==> config.mk <==
export PLATFORM = sky130hd
export DESIGN_NAME = md5_hash_engine
export DESIGN_NICKNAME = d
export VERILOG_FILES = /design/src/md5_pkg.sv /design/src/md5_cmd_fifo.sv /design/src/md5_front.sv /design/src/md5_back.sv /design/src/md5_hash_engine.sv
export SDC_FILE = /design/constraint.sdc
export NUM_CORES = 2
export LEC_CHECK = 0
export BUFFER_PORTS_ARGS = -buffer_cell sky130_fd_sc_hd__buf_2
export CAP_MARGIN = 20
export CORE_MARGIN = 2
export CORE_UTILIZATION = 50
export CTS_CLUSTER_DIAMETER = 30
export DETAILED_ROUTE_END_ITERATION = 8
export PLACE_DENSITY = 0.7
export SLEW_MARGIN = 25
export SYNTH_ARGS = -nofsm -noshare
export SYNTH_HDL_FRONTEND = slang
export SYNTH_SLANG_ARGS = --single-unit
==> constraint.sdc <==
create_clock -name clk -period 34.8 [get_ports clk]
set_input_delay 1.74 -clock clk [delete_from_list [all_inputs] [get_ports clk]]
set_output_delay 1.74 -clock clk [all_outputs]
set_load 0.005 [all_outputs]
==> src/md5_pkg.sv <==
// md5 package: shared types, constants and round tables
package md5_pkg;

	localparam logic [31:0] IV_A = 32'h67452301;
	localparam logic [31:0] IV_B = 32'hefcdab89;
	localparam logic [31:0] IV_C = 32'h98badcfe;
	localparam logic [31:0] IV_D = 32'h10325476;
	localparam logic [7:0]  PAD_BYTE = 8'h80;

	// request from front to back: compress a block or emit the digest
	typedef enum logic [1:0] {
		OP_BLOCK  = 2'd0,
		OP_FINAL  = 2'd1
	} op_t;

	typedef struct packed {
		op_t          op;
		logic         buf_sel;
	} cmd_t;

	typedef enum logic [2:0] {
		FR_IDLE   = 3'd0,
		FR_PAD    = 3'd1,
		FR_LEN    = 3'd2,
		FR_PUSH   = 3'd3,
		FR_WAIT   = 3'd4
	} fr_state_t;

	typedef enum logic [1:0] {
		BK_IDLE  = 2'd0,
		BK_ROUND = 2'd1,
		BK_ADD   = 2'd2,
		BK_OUT   = 2'd3
	} bk_state_t;

	function automatic logic [31:0] round_k(input logic [5:0] i);
		logic [31:0] k;
		case (i)
			6'd0: k = 32'hd76aa478; 6'd1: k = 32'he8c7b756; 6'd2: k = 32'h242070db;
			6'd3: k = 32'hc1bdceee; 6'd4: k = 32'hf57c0faf; 6'd5: k = 32'h4787c62a;
			6'd6: k = 32'ha8304613; 6'd7: k = 32'hfd469501; 6'd8: k = 32'h698098d8;
			6'd9: k = 32'h8b44f7af; 6'd10: k = 32'hffff5bb1; 6'd11: k = 32'h895cd7be;
			6'd12: k = 32'h6b901122; 6'd13: k = 32'hfd987193; 6'd14: k = 32'ha679438e;
			6'd15: k = 32'h49b40821; 6'd16: k = 32'hf61e2562; 6'd17: k = 32'hc040b340;
			6'd18: k = 32'h265e5a51; 6'd19: k = 32'he9b6c7aa; 6'd20: k = 32'hd62f105d;
			6'd21: k = 32'h02441453; 6'd22: k = 32'hd8a1e681; 6'd23: k = 32'he7d3fbc8;
			6'd24: k = 32'h21e1cde6; 6'd25: k = 32'hc33707d6; 6'd26: k = 32'hf4d50d87;
			6'd27: k = 32'h455a14ed; 6'd28: k = 32'ha9e3e905; 6'd29: k = 32'hfcefa3f8;
			6'd30: k = 32'h676f02d9; 6'd31: k = 32'h8d2a4c8a; 6'd32: k = 32'hfffa3942;
			6'd33: k = 32'h8771f681; 6'd34: k = 32'h6d9d6122; 6'd35: k = 32'hfde5380c;
			6'd36: k = 32'ha4beea44; 6'd37: k = 32'h4bdecfa9; 6'd38: k = 32'hf6bb4b60;
			6'd39: k = 32'hbebfbc70; 6'd40: k = 32'h289b7ec6; 6'd41: k = 32'heaa127fa;
			6'd42: k = 32'hd4ef3085; 6'd43: k = 32'h04881d05; 6'd44: k = 32'hd9d4d039;
			6'd45: k = 32'he6db99e5; 6'd46: k = 32'h1fa27cf8; 6'd47: k = 32'hc4ac5665;
			6'd48: k = 32'hf4292244; 6'd49: k = 32'h432aff97; 6'd50: k = 32'hab9423a7;
			6'd51: k = 32'hfc93a039; 6'd52: k = 32'h655b59c3; 6'd53: k = 32'h8f0ccc92;
			6'd54: k = 32'hffeff47d; 6'd55: k = 32'h85845dd1; 6'd56: k = 32'h6fa87e4f;
			6'd57: k = 32'hfe2ce6e0; 6'd58: k = 32'ha3014314; 6'd59: k = 32'h4e0811a1;
			6'd60: k = 32'hf7537e82; 6'd61: k = 32'hbd3af235; 6'd62: k = 32'h2ad7d2bb;
			default: k = 32'heb86d391;
		endcase
		return k;
	endfunction

	function automatic logic [4:0] rot_amt(input logic [5:0] i);
		logic [4:0] r;
		case ({i[5:4], i[1:0]})
			4'd0: r = 5'd7;  4'd1: r = 5'd12; 4'd2: r = 5'd17; 4'd3: r = 5'd22;
			4'd4: r = 5'd5;  4'd5: r = 5'd9;  4'd6: r = 5'd14; 4'd7: r = 5'd20;
			4'd8: r = 5'd4;  4'd9: r = 5'd11; 4'd10: r = 5'd16; 4'd11: r = 5'd23;
			4'd12: r = 5'd6; 4'd13: r = 5'd10; 4'd14: r = 5'd15; default: r = 5'd21;
		endcase
		return r;
	endfunction

	// message word index used by round i
	function automatic logic [3:0] word_idx(input logic [5:0] i);
		logic [3:0] g;
		case (i[5:4])
			2'd0: g = i[3:0];
			2'd1: g = 4'(i[3:0] * 4'd5 + 4'd1);
			2'd2: g = 4'(i[3:0] * 4'd3 + 4'd5);
			default: g = 4'(i[3:0] * 4'd7);
		endcase
		return g;
	endfunction

endpackage

==> src/md5_cmd_fifo.sv <==
// md5 command queue between the byte front and the compression back
module md5_cmd_fifo
	import md5_pkg::*;
(
	input  logic clk,
	input  logic arst_n,
	input  logic push,
	input  cmd_t push_cmd,
	input  logic pop,
	output logic not_empty,
	output logic not_full,
	output cmd_t head_cmd
);
	cmd_t       ent_q [4];
	logic [2:0] wp_q;
	logic [2:0] rp_q;

	assign not_empty = wp_q != rp_q;
	assign not_full  = (wp_q - rp_q) != 3'd4;
	assign head_cmd  = ent_q[rp_q[1:0]];

	always_ff @(posedge clk) begin
		if (push) ent_q[wp_q[1:0]] <= push_cmd;
	end

	always_ff @(posedge clk or negedge arst_n) begin
		if (!arst_n) begin
			wp_q <= '0;
			rp_q <= '0;
		end else begin
			if (push) wp_q <= wp_q + 3'd1;
			if (pop)  rp_q <= rp_q + 3'd1;
		end
	end
endmodule

==> src/md5_front.sv <==
// md5 front: byte packing into two block buffers, padding and length
module md5_front
	import md5_pkg::*;
(
	input  logic        clk,
	input  logic        arst_n,
	input  logic [7:0]  data_byte,
	input  logic        byte_present,
	input  logic        end_of_message,
	input  logic        in_valid,
	output logic        in_stall,
	// queue side
	output logic        cmd_push,
	output cmd_t        cmd_out,
	input  logic        cmd_room,
	// buffer release from the back
	input  logic        buf_free,
	input  logic        free_sel,
	// word read port for the back
	input  logic        rd_sel,
	input  logic [3:0]  rd_word,
	output logic [31:0] rd_data
);
	// each buffer holds sixteen little-endian words, written a byte lane at a time
	logic [31:0] mem0 [16];
	logic [31:0] mem1 [16];
	logic [1:0]  busy_q;
	logic        wsel_q;
	logic [60:0] cnt_q;
	logic [5:0]  ppos_q;
	logic [2:0]  lidx_q;
	logic [1:0]  pend_q;
	fr_state_t   st_q, st_d;
	logic        need2_q;

	logic        acc;
	logic        wr_en;
	logic [5:0]  wr_adr;
	logic [7:0]  wr_dat;
	logic [63:0] bits;
	logic        blk_full;
	logic        seal;
	logic [1:0]  busy_set;
	logic [1:0]  busy_clr;

	assign bits = {cnt_q, 3'b000};
	assign acc  = in_valid && !in_stall;

	// accept only in idle with a free buffer and room for the worst case
	assign in_stall = (st_q != FR_IDLE) || busy_q[wsel_q] || !cmd_room;

	assign blk_full = acc && byte_present && (cnt_q[5:0] == 6'd63);

	// a block command hands the write buffer to the back
	assign seal     = cmd_push && (cmd_out.op == OP_BLOCK);
	assign busy_set = seal ? (2'b01 << wsel_q) : 2'b00;
	assign busy_clr = buf_free ? (2'b01 << free_sel) : 2'b00;

	always_comb begin
		st_d = st_q;
		case (st_q)
			FR_IDLE: if (acc && end_of_message) st_d = FR_WAIT;
			FR_WAIT: if (!busy_q[wsel_q]) st_d = FR_PAD;
			FR_PAD: begin
				// last byte of a first pad block: wait for the other buffer
				if (ppos_q == 6'd63) st_d = FR_WAIT;
				else if (!need2_q && ppos_q == 6'd55) st_d = FR_LEN;
			end
			FR_LEN:  if (lidx_q == 3'd7) st_d = FR_PUSH;
			FR_PUSH: if (cmd_room) st_d = FR_IDLE;
			default: st_d = FR_IDLE;
		endcase
	end

	always_comb begin
		wr_en = 1'b0;
		wr_adr = cnt_q[5:0];
		wr_dat = data_byte;
		cmd_push = 1'b0;
		cmd_out.op = OP_BLOCK;
		cmd_out.buf_sel = wsel_q;
		case (st_q)
			FR_IDLE: begin
				wr_en = acc && byte_present;
				cmd_push = blk_full;
			end
			FR_PAD: begin
				wr_en = 1'b1;
				wr_adr = ppos_q;
				wr_dat = (pend_q == 2'd1) ? PAD_BYTE : 8'h00;
				cmd_push = (ppos_q == 6'd63);
			end
			FR_LEN: begin
				wr_en = 1'b1;
				wr_adr = {3'b111, lidx_q};
				wr_dat = bits[{lidx_q, 3'b000} +: 8];
				cmd_push = (lidx_q == 3'd7);
			end
			FR_PUSH: begin
				cmd_push = cmd_room;
				cmd_out.op = OP_FINAL;
			end
			default: ;
		endcase
	end

	always_ff @(posedge clk) begin
		if (wr_en && !wsel_q) mem0[wr_adr[5:2]][{wr_adr[1:0], 3'b000} +: 8] <= wr_dat;
		if (wr_en && wsel_q)  mem1[wr_adr[5:2]][{wr_adr[1:0], 3'b000} +: 8] <= wr_dat;
	end

	assign rd_data = rd_sel ? mem1[rd_word] : mem0[rd_word];

	always_ff @(posedge clk or negedge arst_n) begin
		if (!arst_n) begin
			st_q <= FR_IDLE;
			busy_q <= '0;
			wsel_q <= 1'b0;
			cnt_q <= '0;
			ppos_q <= '0;
			lidx_q <= '0;
			pend_q <= '0;
			need2_q <= 1'b0;
		end else begin
			st_q <= st_d;
			busy_q <= (busy_q & ~busy_clr) | busy_set;
			if (seal) wsel_q <= !wsel_q;
			case (st_q)
				FR_IDLE: begin
					if (acc && byte_present) cnt_q <= cnt_q + 61'd1;
					if (acc && end_of_message) begin
						// pad starts at the position after any byte taken now
						ppos_q <= cnt_q[5:0] + {5'd0, byte_present};
						pend_q <= 2'd1;
						need2_q <= ((cnt_q[5:0] + {5'd0, byte_present}) >= 6'd56);
					end
				end
				FR_WAIT: if (!busy_q[wsel_q]) pend_q <= pend_q;
				FR_PAD: begin
					pend_q <= 2'd2;
					ppos_q <= ppos_q + 6'd1;
					if (ppos_q == 6'd63) need2_q <= 1'b0;
					if (!need2_q && ppos_q == 6'd55) lidx_q <= '0;
				end
				FR_LEN: lidx_q <= lidx_q + 3'd1;
				FR_PUSH: if (cmd_room) cnt_q <= '0;
				default: ;
			endcase
		end
	end
endmodule

==> src/md5_back.sv <==
// md5 back: one round per cycle compression and digest output
module md5_back
	import md5_pkg::*;
(
	input  logic        clk,
	input  logic        arst_n,
	input  logic        cmd_avail,
	input  cmd_t        cmd_in,
	output logic        cmd_pop,
	output logic        buf_free,
	output logic        free_sel,
	output logic        rd_sel,
	output logic [3:0]  rd_word,
	input  logic [31:0] rd_data,
	output logic [31:0] digest_word,
	output logic        last_word,
	output logic        out_valid,
	input  logic        out_stall
);
	bk_state_t   st_q, st_d;
	logic [31:0] ch_q [4];
	logic [31:0] a_q, b_q, c_q, d_q;
	logic [5:0]  rnd_q;
	logic        sel_q;
	logic [1:0]  oidx_q;
	logic [31:0] f, t, tr;
	logic        fire;

	assign rd_sel  = sel_q;
	assign rd_word = word_idx(rnd_q);

	always_comb begin
		case (rnd_q[5:4])
			2'd0: f = (b_q & c_q) | (~b_q & d_q);
			2'd1: f = (d_q & b_q) | (~d_q & c_q);
			2'd2: f = b_q ^ c_q ^ d_q;
			default: f = c_q ^ (b_q | ~d_q);
		endcase
		t  = f + a_q + round_k(rnd_q) + rd_data;
		tr = (t << rot_amt(rnd_q)) | (t >> (6'd32 - {1'b0, rot_amt(rnd_q)}));
	end

	assign fire = out_valid && !out_stall;

	always_comb begin
		st_d = st_q;
		case (st_q)
			BK_IDLE: if (cmd_avail) st_d = (cmd_in.op == OP_FINAL) ? BK_OUT : BK_ROUND;
			BK_ROUND: if (rnd_q == 6'd63) st_d = BK_ADD;
			BK_ADD: st_d = BK_IDLE;
			BK_OUT: if (fire && oidx_q == 2'd3) st_d = BK_IDLE;
			default: st_d = BK_IDLE;
		endcase
	end

	always_comb begin
		cmd_pop = 1'b0;
		buf_free = 1'b0;
		out_valid = 1'b0;
		case (st_q)
			BK_IDLE: cmd_pop = cmd_avail && (cmd_in.op == OP_BLOCK);
			BK_ADD: buf_free = 1'b1;
			BK_OUT: begin
				out_valid = 1'b1;
				cmd_pop = fire && oidx_q == 2'd3;
			end
			default: ;
		endcase
	end
	assign free_sel = sel_q;
	assign digest_word = ch_q[oidx_q];
	assign last_word = oidx_q == 2'd3;

	always_ff @(posedge clk or negedge arst_n) begin
		if (!arst_n) begin
			st_q <= BK_IDLE;
			ch_q[0] <= IV_A; ch_q[1] <= IV_B; ch_q[2] <= IV_C; ch_q[3] <= IV_D;
			rnd_q <= '0;
			sel_q <= 1'b0;
			oidx_q <= '0;
			a_q <= '0; b_q <= '0; c_q <= '0; d_q <= '0;
		end else begin
			st_q <= st_d;
			case (st_q)
				BK_IDLE: if (cmd_avail && cmd_in.op == OP_BLOCK) begin
					sel_q <= cmd_in.buf_sel;
					rnd_q <= '0;
					a_q <= ch_q[0]; b_q <= ch_q[1]; c_q <= ch_q[2]; d_q <= ch_q[3];
				end
				BK_ROUND: begin
					a_q <= d_q; d_q <= c_q; c_q <= b_q;
					b_q <= b_q + tr;
					rnd_q <= rnd_q + 6'd1;
				end
				BK_ADD: begin
					ch_q[0] <= ch_q[0] + a_q; ch_q[1] <= ch_q[1] + b_q;
					ch_q[2] <= ch_q[2] + c_q; ch_q[3] <= ch_q[3] + d_q;
				end
				BK_OUT: if (fire) begin
					oidx_q <= oidx_q + 2'd1;
					if (oidx_q == 2'd3) begin
						ch_q[0] <= IV_A; ch_q[1] <= IV_B; ch_q[2] <= IV_C; ch_q[3] <= IV_D;
					end
				end
				default: ;
			endcase
		end
	end
endmodule

==> src/md5_hash_engine.sv <==
// md5 hash engine top level: front, command queue and compression back
//  channel | valid     | stall     | payload
//  in      | in_valid  | in_stall  | data_byte, byte_present, end_of_message
//  out     | out_valid | out_stall | digest_word, last_word
// a byte is taken per cycle while idle with a free block buffer and queue room; two buffers alternate
// a block is loaded in the back, run through 64 rounds at one per cycle, then added to the chain
// end of message writes padding and length, after any wait for a free buffer,
// then four digest words follow
// reset returns the chaining words to the initial values and empties the queue
module md5_hash_engine
	import md5_pkg::*;
(
	input  logic        clk,
	input  logic        arst_n,
	input  logic        in_valid,
	output logic        in_stall,
	input  logic [7:0]  data_byte,
	input  logic        byte_present,
	input  logic        end_of_message,
	output logic        out_valid,
	input  logic        out_stall,
	output logic [31:0] digest_word,
	output logic        last_word
);
	logic        push, pop, avail, room, bfree, fsel, rsel;
	cmd_t        pcmd, hcmd;
	logic [3:0]  rword;
	logic [31:0] rdata;

	md5_front u_front (
		.clk, .arst_n, .data_byte, .byte_present, .end_of_message,
		.in_valid, .in_stall,
		.cmd_push(push), .cmd_out(pcmd), .cmd_room(room),
		.buf_free(bfree), .free_sel(fsel),
		.rd_sel(rsel), .rd_word(rword), .rd_data(rdata)
	);

	md5_cmd_fifo u_fifo (
		.clk, .arst_n, .push, .push_cmd(pcmd), .pop,
		.not_empty(avail), .not_full(room), .head_cmd(hcmd)
	);

	md5_back u_back (
		.clk, .arst_n, .cmd_avail(avail), .cmd_in(hcmd), .cmd_pop(pop),
		.buf_free(bfree), .free_sel(fsel), .rd_sel(rsel), .rd_word(rword),
		.rd_data(rdata), .digest_word, .last_word, .out_valid, .out_stall
	);

	a_no_push_full: assert property (@(posedge clk) disable iff (!arst_n)
		push |-> room) else $error("push into full queue");
	a_pop_nonempty: assert property (@(posedge clk) disable iff (!arst_n)
		pop |-> avail) else $error("pop from empty queue");
	a_out_hold: assert property (@(posedge clk) disable iff (!arst_n)
		out_valid && out_stall |=> out_valid && $stable(digest_word))
		else $error("digest changed under stall");
endmodule

* After elaboration in Yosys (flattened, before gate mapping)
Memory sizes are Yosys's and may differ from the RTL's. Index checks and enable logic that the tools add are counted.
Operators by class: add/sub/neg operators 21, multiply operators 3, order comparisons 3, equality and inequality tests 33, shift-type cells 7, mux-type cells 62, bitwise operators 17, reductions and logical operators 40
Operators with widths (count):
- 2-to-1 mux 32 bit | 9
- adder 32 bit | 8
- 2-to-1 mux 128 bit | 2
- one-hot mux 128 bit (2 select lines) | 1
- one-hot mux 32 bit (2 select lines) | 4
- bitwise AND 32 bit | 4
- OR 32 bit | 4
- 2-to-1 mux 61 bit | 2
- one-hot mux 61 bit (2 select lines) | 1
- one-hot mux 32 bit (3 select lines) | 1
- XOR 32 bit | 3
- binary-select mux 32 bit (select 2 bit) | 1
- NOT 32 bit | 2
- variable part select 64 x 7 -> 8 bit | 1
- adder 61 x 1 -> 61 bit (second input constant) | 1
- one-hot mux 6 bit (2 select lines) | 3
- variable shift 8 x 7 -> 32 bit (first input constant) | 1
- variable part select 8 x 7 -> 32 bit | 1
- << shifter 32 x 5 -> 32 bit | 1
- right shift 32 x 6 -> 32 bit | 1
- equality test 6 bit (second input constant) | 4
- inequality test 2 x 1 -> 1 bit (second input constant) | 11
- 2-to-1 mux 3 bit | 7
- one-hot mux 8 bit (2 select lines) | 1
- other kinds (50) | 112
Word-level totals: flip-flop bits (word level) 352, memory bits (writable) 1032, bits in read-only memories 2208, input port bits 14, output and inout port bits 35, word-level logic and storage cells 214, memories kept 6
Memories:
- (name not given) | words 64, bits a word 32, rd ports 1, clocked after Yosys merged registers in 0, write ports 0, line md5_pkg.sv:38 | case (i)
- u_front.mem0 | words 16, bits a word 32, rd ports 1, clocked after Yosys merged registers in 0, write ports 1, line md5_front.sv:25 | logic [31:0] mem0 [16];
- u_front.mem1 | words 16, bits a word 32, rd ports 1, clocked after Yosys merged registers in 0, write ports 1, line md5_front.sv:26 | logic [31:0] mem1 [16];
- (name not given) | words 16, bits a word 5, rd ports 1, clocked after Yosys merged registers in 0, write ports 0, line md5_pkg.sv:67 | case ({i[5:4], i[1:0]})
- (name not given) | words 16, bits a word 5, rd ports 1, clocked after Yosys merged registers in 0, write ports 0, line md5_pkg.sv:67
- u_fifo.ent_q | words 4, bits a word 2, rd ports 1, clocked after Yosys merged registers in 0, write ports 1, line md5_cmd_fifo.sv:14 | cmd_t ent_q [4];

* Longest topological paths before layout
depth in word-level cells 12, gate-level depth with buffers 47, gate-level depth less buffers 42

* Cells and area by module
A second synthesis with hierarchy kept.
Second synthesis, totals: cell total of the unflattened synthesis 6396, area total of the unflattened synthesis 76653.5 um^2
By module, submodules not included:
- md5_front | instances 1, cells each 2359, area an instance 44575.3 um^2, sequential area each 32726.4 um^2
- md5_back | instances 1, cells each 3988, area an instance 31275.0 um^2, sequential area each 6761.5 um^2
- md5_cmd_fifo | instances 1, cells each 49, area an instance 803.3 um^2, sequential area each 510.5 um^2

* Worst setup path after synthesis
No wires, ideal clock.
path kind reg-to-reg, start register u_back.rnd_q[2], end register u_back.b_q[30], setup time 0.122 ns, data arrival time 11.286 ns, required time 34.678 ns, slack 23.392 ns, stages on the path, launching flop included 46, path buffers 6, period minus slack after synthesis 11.408 ns, cell sequence dfrtp_1 buf_2 inv_2 clkbuf_1 buf_1 ha_1 fa_1 xor3_1 a211oi_2 a211oi_4 buf_4 clkbuf_1 clkbuf_1 mux2i_1 mux4_2 fa_1 inv_1 ha_1 (+10 left out) a21oi_1 o22ai_1 or3_1 ha_1 fa_1 a21oi_1 o21bai_1 a21oi_1 o21ai_0 a2111oi_0 o31ai_1 a221oi_1 o211ai_1 a211oi_1 o31ai_1 xor2_1 nand2_1 a21oi_1
On the way: cells in the longest elaborated chain, start to end 10, elaborated cells between the ends (all ways) 17, classes of those cells add/sub: 5; mul: 3; shift: 2; mux: 3; bitwise: 1; memory: 3
Ends and longest elaborated chain:
- start, declared | line md5_back.sv:23 | logic [5:0] rnd_q;
- start signal, assigned | line md5_back.sv:93 | rnd_q <= rnd_q + 6'd1;
- multiplier 4 x 2 -> 4 bit or multiplier 4 x 3 -> 4 bit (tied branches) | line md5_pkg.sv:82, md5_pkg.sv:81
- adder 4 x 3 -> 4 bit or adder 4 x 1 -> 4 bit (tied branches) | line md5_pkg.sv:82, md5_pkg.sv:81
- one-hot mux 4 bit (3 select lines) | line md5_pkg.sv:79 | case (i[5:4])
- memory (16 x 32 bit) (on tied branches)
- 2-to-1 mux 32 bit | line md5_front.sv:112 | assign rd_data = rd_sel ? mem1[rd_word] : mem0[rd_word];
- adder 32 bit * | line md5_back.sv:39 | t = f + a_q + round_k(rnd_q) + rd_data;
- right shift 32 x 6 -> 32 bit or << shifter 32 x 5 -> 32 bit (tied branches) | line md5_back.sv:40 | tr = (t << rot_amt(rnd_q)) | (t >> (6'd32 - {1'b0, rot_amt(rnd_q)}));
- OR 32 bit * | line md5_back.sv:40
- adder 32 bit * | line md5_back.sv:92 | b_q <= b_q + tr;
- one-hot mux 32 bit (2 select lines) * | line md5_back.sv:84 | case (st_q)
- end signal, assigned | line md5_back.sv:88 | a_q <= ch_q[0]; b_q <= ch_q[1]; c_q <= ch_q[2]; d_q <= ch_q[3];
- end signal, assigned | line md5_back.sv:92
- end, declared | line md5_back.sv:22 | logic [31:0] a_q, b_q, c_q, d_q;
Mark *: on every way between the ends. The rest lies on a longest branch, timed or not. A chain may end at the register's enable or synchronous reset.

* Worst setup path in the final report
Ends and elaborated chain as after synthesis.

==> impl_metrics.csv <==
group,metric,value,unit
run_status,outcome,"finished, final reports clean",
finish,fraction_of_layout_cells_with_a_size_suffix_above_1,16.7,%
synth,syn-cell-area,75500,sq um
clocking,cts.hold.buffers_added,0,
sta,fin_worst_hold_slack,0.475,ns
sta,fmax,76.6,MHz
sta,hold_viol,0,
clocking,clkSinkCount,1384,
global_routing,first_pass_grt_wire_length,348000,um
critical_path,critical_path.endpoint_type,"flop",
finish,n_antenna_cell,0,
synth,synth_edf_count,1032,
placement,hpwlAfterDp,154000,um
critical_path,crit-reg2reg-launch,"u_back.rnd_q[2]",
sta,worst_slew_pin_slew,1.19,ns
synth,share_of_synthesized_cell_area_in_full_adder_half_adder_and_majority_cells,5.79,%
synth,yosys.cell_types.count,86,
synth,synth_simple_gate_area_share,9.30,%
synth,part_of_the_yosys_area_used_for_sequential_elements,52.8,%
drt,number_of_drc_markers_in_iteration_0,5870,
critical_path,crit_path_start,"u_back.rnd_q[2]",
floorplanning,die_width,393,um
critical_path,reg2reg_depth,41,
drt,post_drt_via_cell_ratio,6.37,
clocking,postCtsSetupRepairBufs,0,
sta,timing.final.crit_period,13.05,ns
global_routing,grt_pass1_vias,53739,
finish,final_cell_count_no_fill,8600,
clocking,root_buffer,"sky130_fd_sc_hd__clkbuf_16",
synth,synth-async-reset-ratio,25.4,%
drt,drc,0,
synth,synth.avg_cell_area,12.1,sq um
drt,route.detailed.wl_per_inst,27.1,um
critical_path,crit_top_cell,"sky130_fd_sc_hd__a21oi_1",
floorplanning,core.rowCount,142,
critical_path,worstPathMaxFanout,74,
drt,total_wirelength,233000,um
critical_path,max_stage_delay,0.79,ns
global_routing,antenna_found_initial,3,
drt,vias,54766,
finish,post-route-cell-area,88100,sq um
critical_path,critical-path-slowest-cell,"sky130_fd_sc_hd__a2111oi_1",
global_routing,grt_start_max_net_pins,227,
sta,grt_setup_unrepaired,"false",
synth,yosys_most_used_dff,"sky130_fd_sc_hd__edfxtp_1",
critical_path,crit_required,35.58,ns
drt,ant_nets,0,
floorplanning,die-height,393,um
synth,ys_seq_elements,1384,
finish,finish.net_count,6679,
critical_path,cp.arrival,13.83,ns
synth,synthCells,6252,
clocking,post_cts.resized_instances,0,
clocking,tritoncts,"done",
synth,synth_area_leader_cell,"sky130_fd_sc_hd__edfxtp_1",
floorplanning,top_level_ports,49,
finish,n_fill_cell,11447,
synth,synth_top_family_by_area,"multiplexers",
flow_run,maxCapViolCount,0,
global_routing,grt_overflow_total,0,
critical_path,timing.critical_path.from_type,"flop",
worst_hold_path,min_path_type,"flop to flop",
floorplanning,die-area,154000,sq um
synth,post_synth_mux_area_share,14.4,%
clocking,cts-buffers-inserted,307,
placement,dpl_cells,8064,
synth,synth_compound_area_share,11.6,%
worst_hold_path,hold_path.startpoint,"u_back.ch_q[95]",
finish,area_delta_synth_final,16.8,%
placement,globalplace.congestion,0.975,
sta,fin_skew,0.127,ns
sta,slew_headroom,20.3,%
synth,most_used_standard_cells_in_the_synthesized_netlist,"sky130_fd_sc_hd__edfxtp_1 (1032), sky130_fd_sc_hd__nand2_1 (603), sky130_fd_sc_hd__nor2_1 (517), sky130_fd_sc_hd__o21ai_0 (485), sky130_fd_sc_hd__a21oi_1 (407)",
sta,min_period_over_period,37.5,%
critical_path,crit_type,"flop to flop",
clocking,cts_max_path_buffers,4,
sta,setup_violations,0,
synth,share_of_the_synthesized_area_in_the_top_cell_type,41.1,%
drt,drt_first_pass_iters,6,
floorplanning,coreArea,150000,sq um
placement,io_buffer_count,48,
synth,post_synth_main_area_contributors,"sky130_fd_sc_hd__edfxtp_1 (41%), sky130_fd_sc_hd__mux4_2 (10%), sky130_fd_sc_hd__dfrtp_1 (9.5%)",
synth,post_synth_xor_area_fraction,3.12,%
synth,yosys_warnings,0,
worst_hold_path,hold_path_cells,2,
floorplanning,initial_utilization,50.4,%
clocking,clk_pin_slew,0.04,ns
global_routing,track_usage,30.2,%
sta,timing.setup.tns,0,ns
placement,dpl-instance-area,78000,sq um
clocking,cts_max_level,5,
synth,synth_fp_nets,6573,
sta,finalMaxSlewViolations,0,
synth,yosysMostFrequentCell,"sky130_fd_sc_hd__edfxtp_1",
clocking,worstSkewPairLatency,0.94,ns
[sequential cells by signal, summed over array words and instances (netlist names), 6 cells and up]
signal          flops
u_back.ch_q       128
u_back.a_q         32
u_front.cnt_q      61
u_back.c_q         32
u_back.d_q         32
u_back.rnd_q        6
u_front.mem1      512
u_front.mem0      512
u_back.b_q         32
u_front.ppos_q      6
u_fifo.ent_q        8
[metrics by stage]
stage	util [%]	setup WS, ns
floorplan	-	23.39
global placement	52.0	21.98
detailed placement	52.1	22.06
CTS	58.8	21.96
global route	58.8	21.00
finish	58.8	21.75
[cell usage in the layout (no fill, tap or decap), types with 24 or more instances in the layout]
cell,synthesis,final
sky130_fd_sc_hd__mux2i_1,306,306
sky130_fd_sc_hd__buf_4,2,84
sky130_fd_sc_hd__clkbuf_1,266,46
sky130_fd_sc_hd__edfxtp_1,1032,1032
sky130_fd_sc_hd__o211ai_1,44,44
sky130_fd_sc_hd__dfrtp_1,288,282
sky130_fd_sc_hd__o21ai_0,485,484
sky130_fd_sc_hd__xnor2_1,155,150
sky130_fd_sc_hd__o21a_1,30,30
sky130_fd_sc_hd__a21oi_1,407,407
sky130_fd_sc_hd__a211oi_1,60,60
sky130_fd_sc_hd__clkbuf_16,0,310
sky130_fd_sc_hd__mux4_2,338,337
sky130_fd_sc_hd__a31oi_1,77,76
sky130_fd_sc_hd__a21o_1,83,83
sky130_fd_sc_hd__nor3_1,95,95
sky130_fd_sc_hd__clkinv_2,0,35
sky130_fd_sc_hd__o31ai_1,24,24
sky130_fd_sc_hd__nand4_1,28,28
sky130_fd_sc_hd__clkinv_1,4,36
sky130_fd_sc_hd__nand2b_1,44,43
sky130_fd_sc_hd__xor2_1,105,105
sky130_fd_sc_hd__nor2_1,517,483
sky130_fd_sc_hd__and3_1,38,38
sky130_fd_sc_hd__dfstp_2,64,64
sky130_fd_sc_hd__inv_1,223,223
sky130_fd_sc_hd__fa_1,69,69
sky130_fd_sc_hd__bufinv_16,0,38
sky130_fd_sc_hd__buf_2,19,47
sky130_fd_sc_hd__nand2_1,603,601
sky130_fd_sc_hd__nor2b_1,32,32
sky130_fd_sc_hd__a22oi_1,41,41
sky130_fd_sc_hd__nand3_1,142,142
sky130_fd_sc_hd__o21bai_1,26,26
sky130_fd_sc_hd__ha_1,238,237
sky130_fd_sc_hd__or3_1,28,28
[cell families after synthesis]
group | Yosys count
XOR/XNOR | 264
adder cells (fa/ha/maj) | 308
AO/OA/AOI/OAI | 1455
buffers and inverters | 573
AND/OR/NAND/NOR | 1607
multiplexers | 661
flip-flops | 1384
[final timing paths]
path                                   end  slack [ns]
max in group asynchronous  u_back.rnd_q[3]       31.59
max                         u_back.b_q[30]       21.75
min in group asynchronous  u_back.ch_q[54]        0.95
max reg2reg                 u_back.b_q[30]       21.75
min reg2reg                u_back.ch_q[95]        0.48
min                        u_back.ch_q[95]        0.48
[worst max-delay path, delay by kind of cell (launching register included)]
family,cells,cell delay [ns]
buffers and inverters,5,1.83
AND/OR/NAND/NOR,4,0.77
flip-flops,1,0.33
adder cells (fa/ha/maj),7,2.71
AO/OA/AOI/OAI,21,5.93
multiplexers,2,0.83
XOR/XNOR,2,0.48
[layer usage]
metal  GRT usage, %  part of all wire, %
met1           41.8                   41
met2           46.0                   46
met3           6.32                  8.8
met4           13.9                  4.8
met5              0               0.0043
[cell type report]
cell class | instances | area [sq um] | share of cell area [%]
Tap cell | 2016 | 2520 | 2.86
Clock inverter | 163 | 1950 | 2.21
Timing Repair Buffer | 139 | 1020 | 1.16
Multi-Input combinational cell | 4295 | 33700 | 38.3
Sequential cell | 1384 | 39900 | 45.3
Clock buffer | 372 | 8150 | 9.25
Inverter | 231 | 867 | 0.984
Power is left out: the tool's default activity adds up to more than one toggle a clock period on the data nets, which glitch-free logic cannot reach.
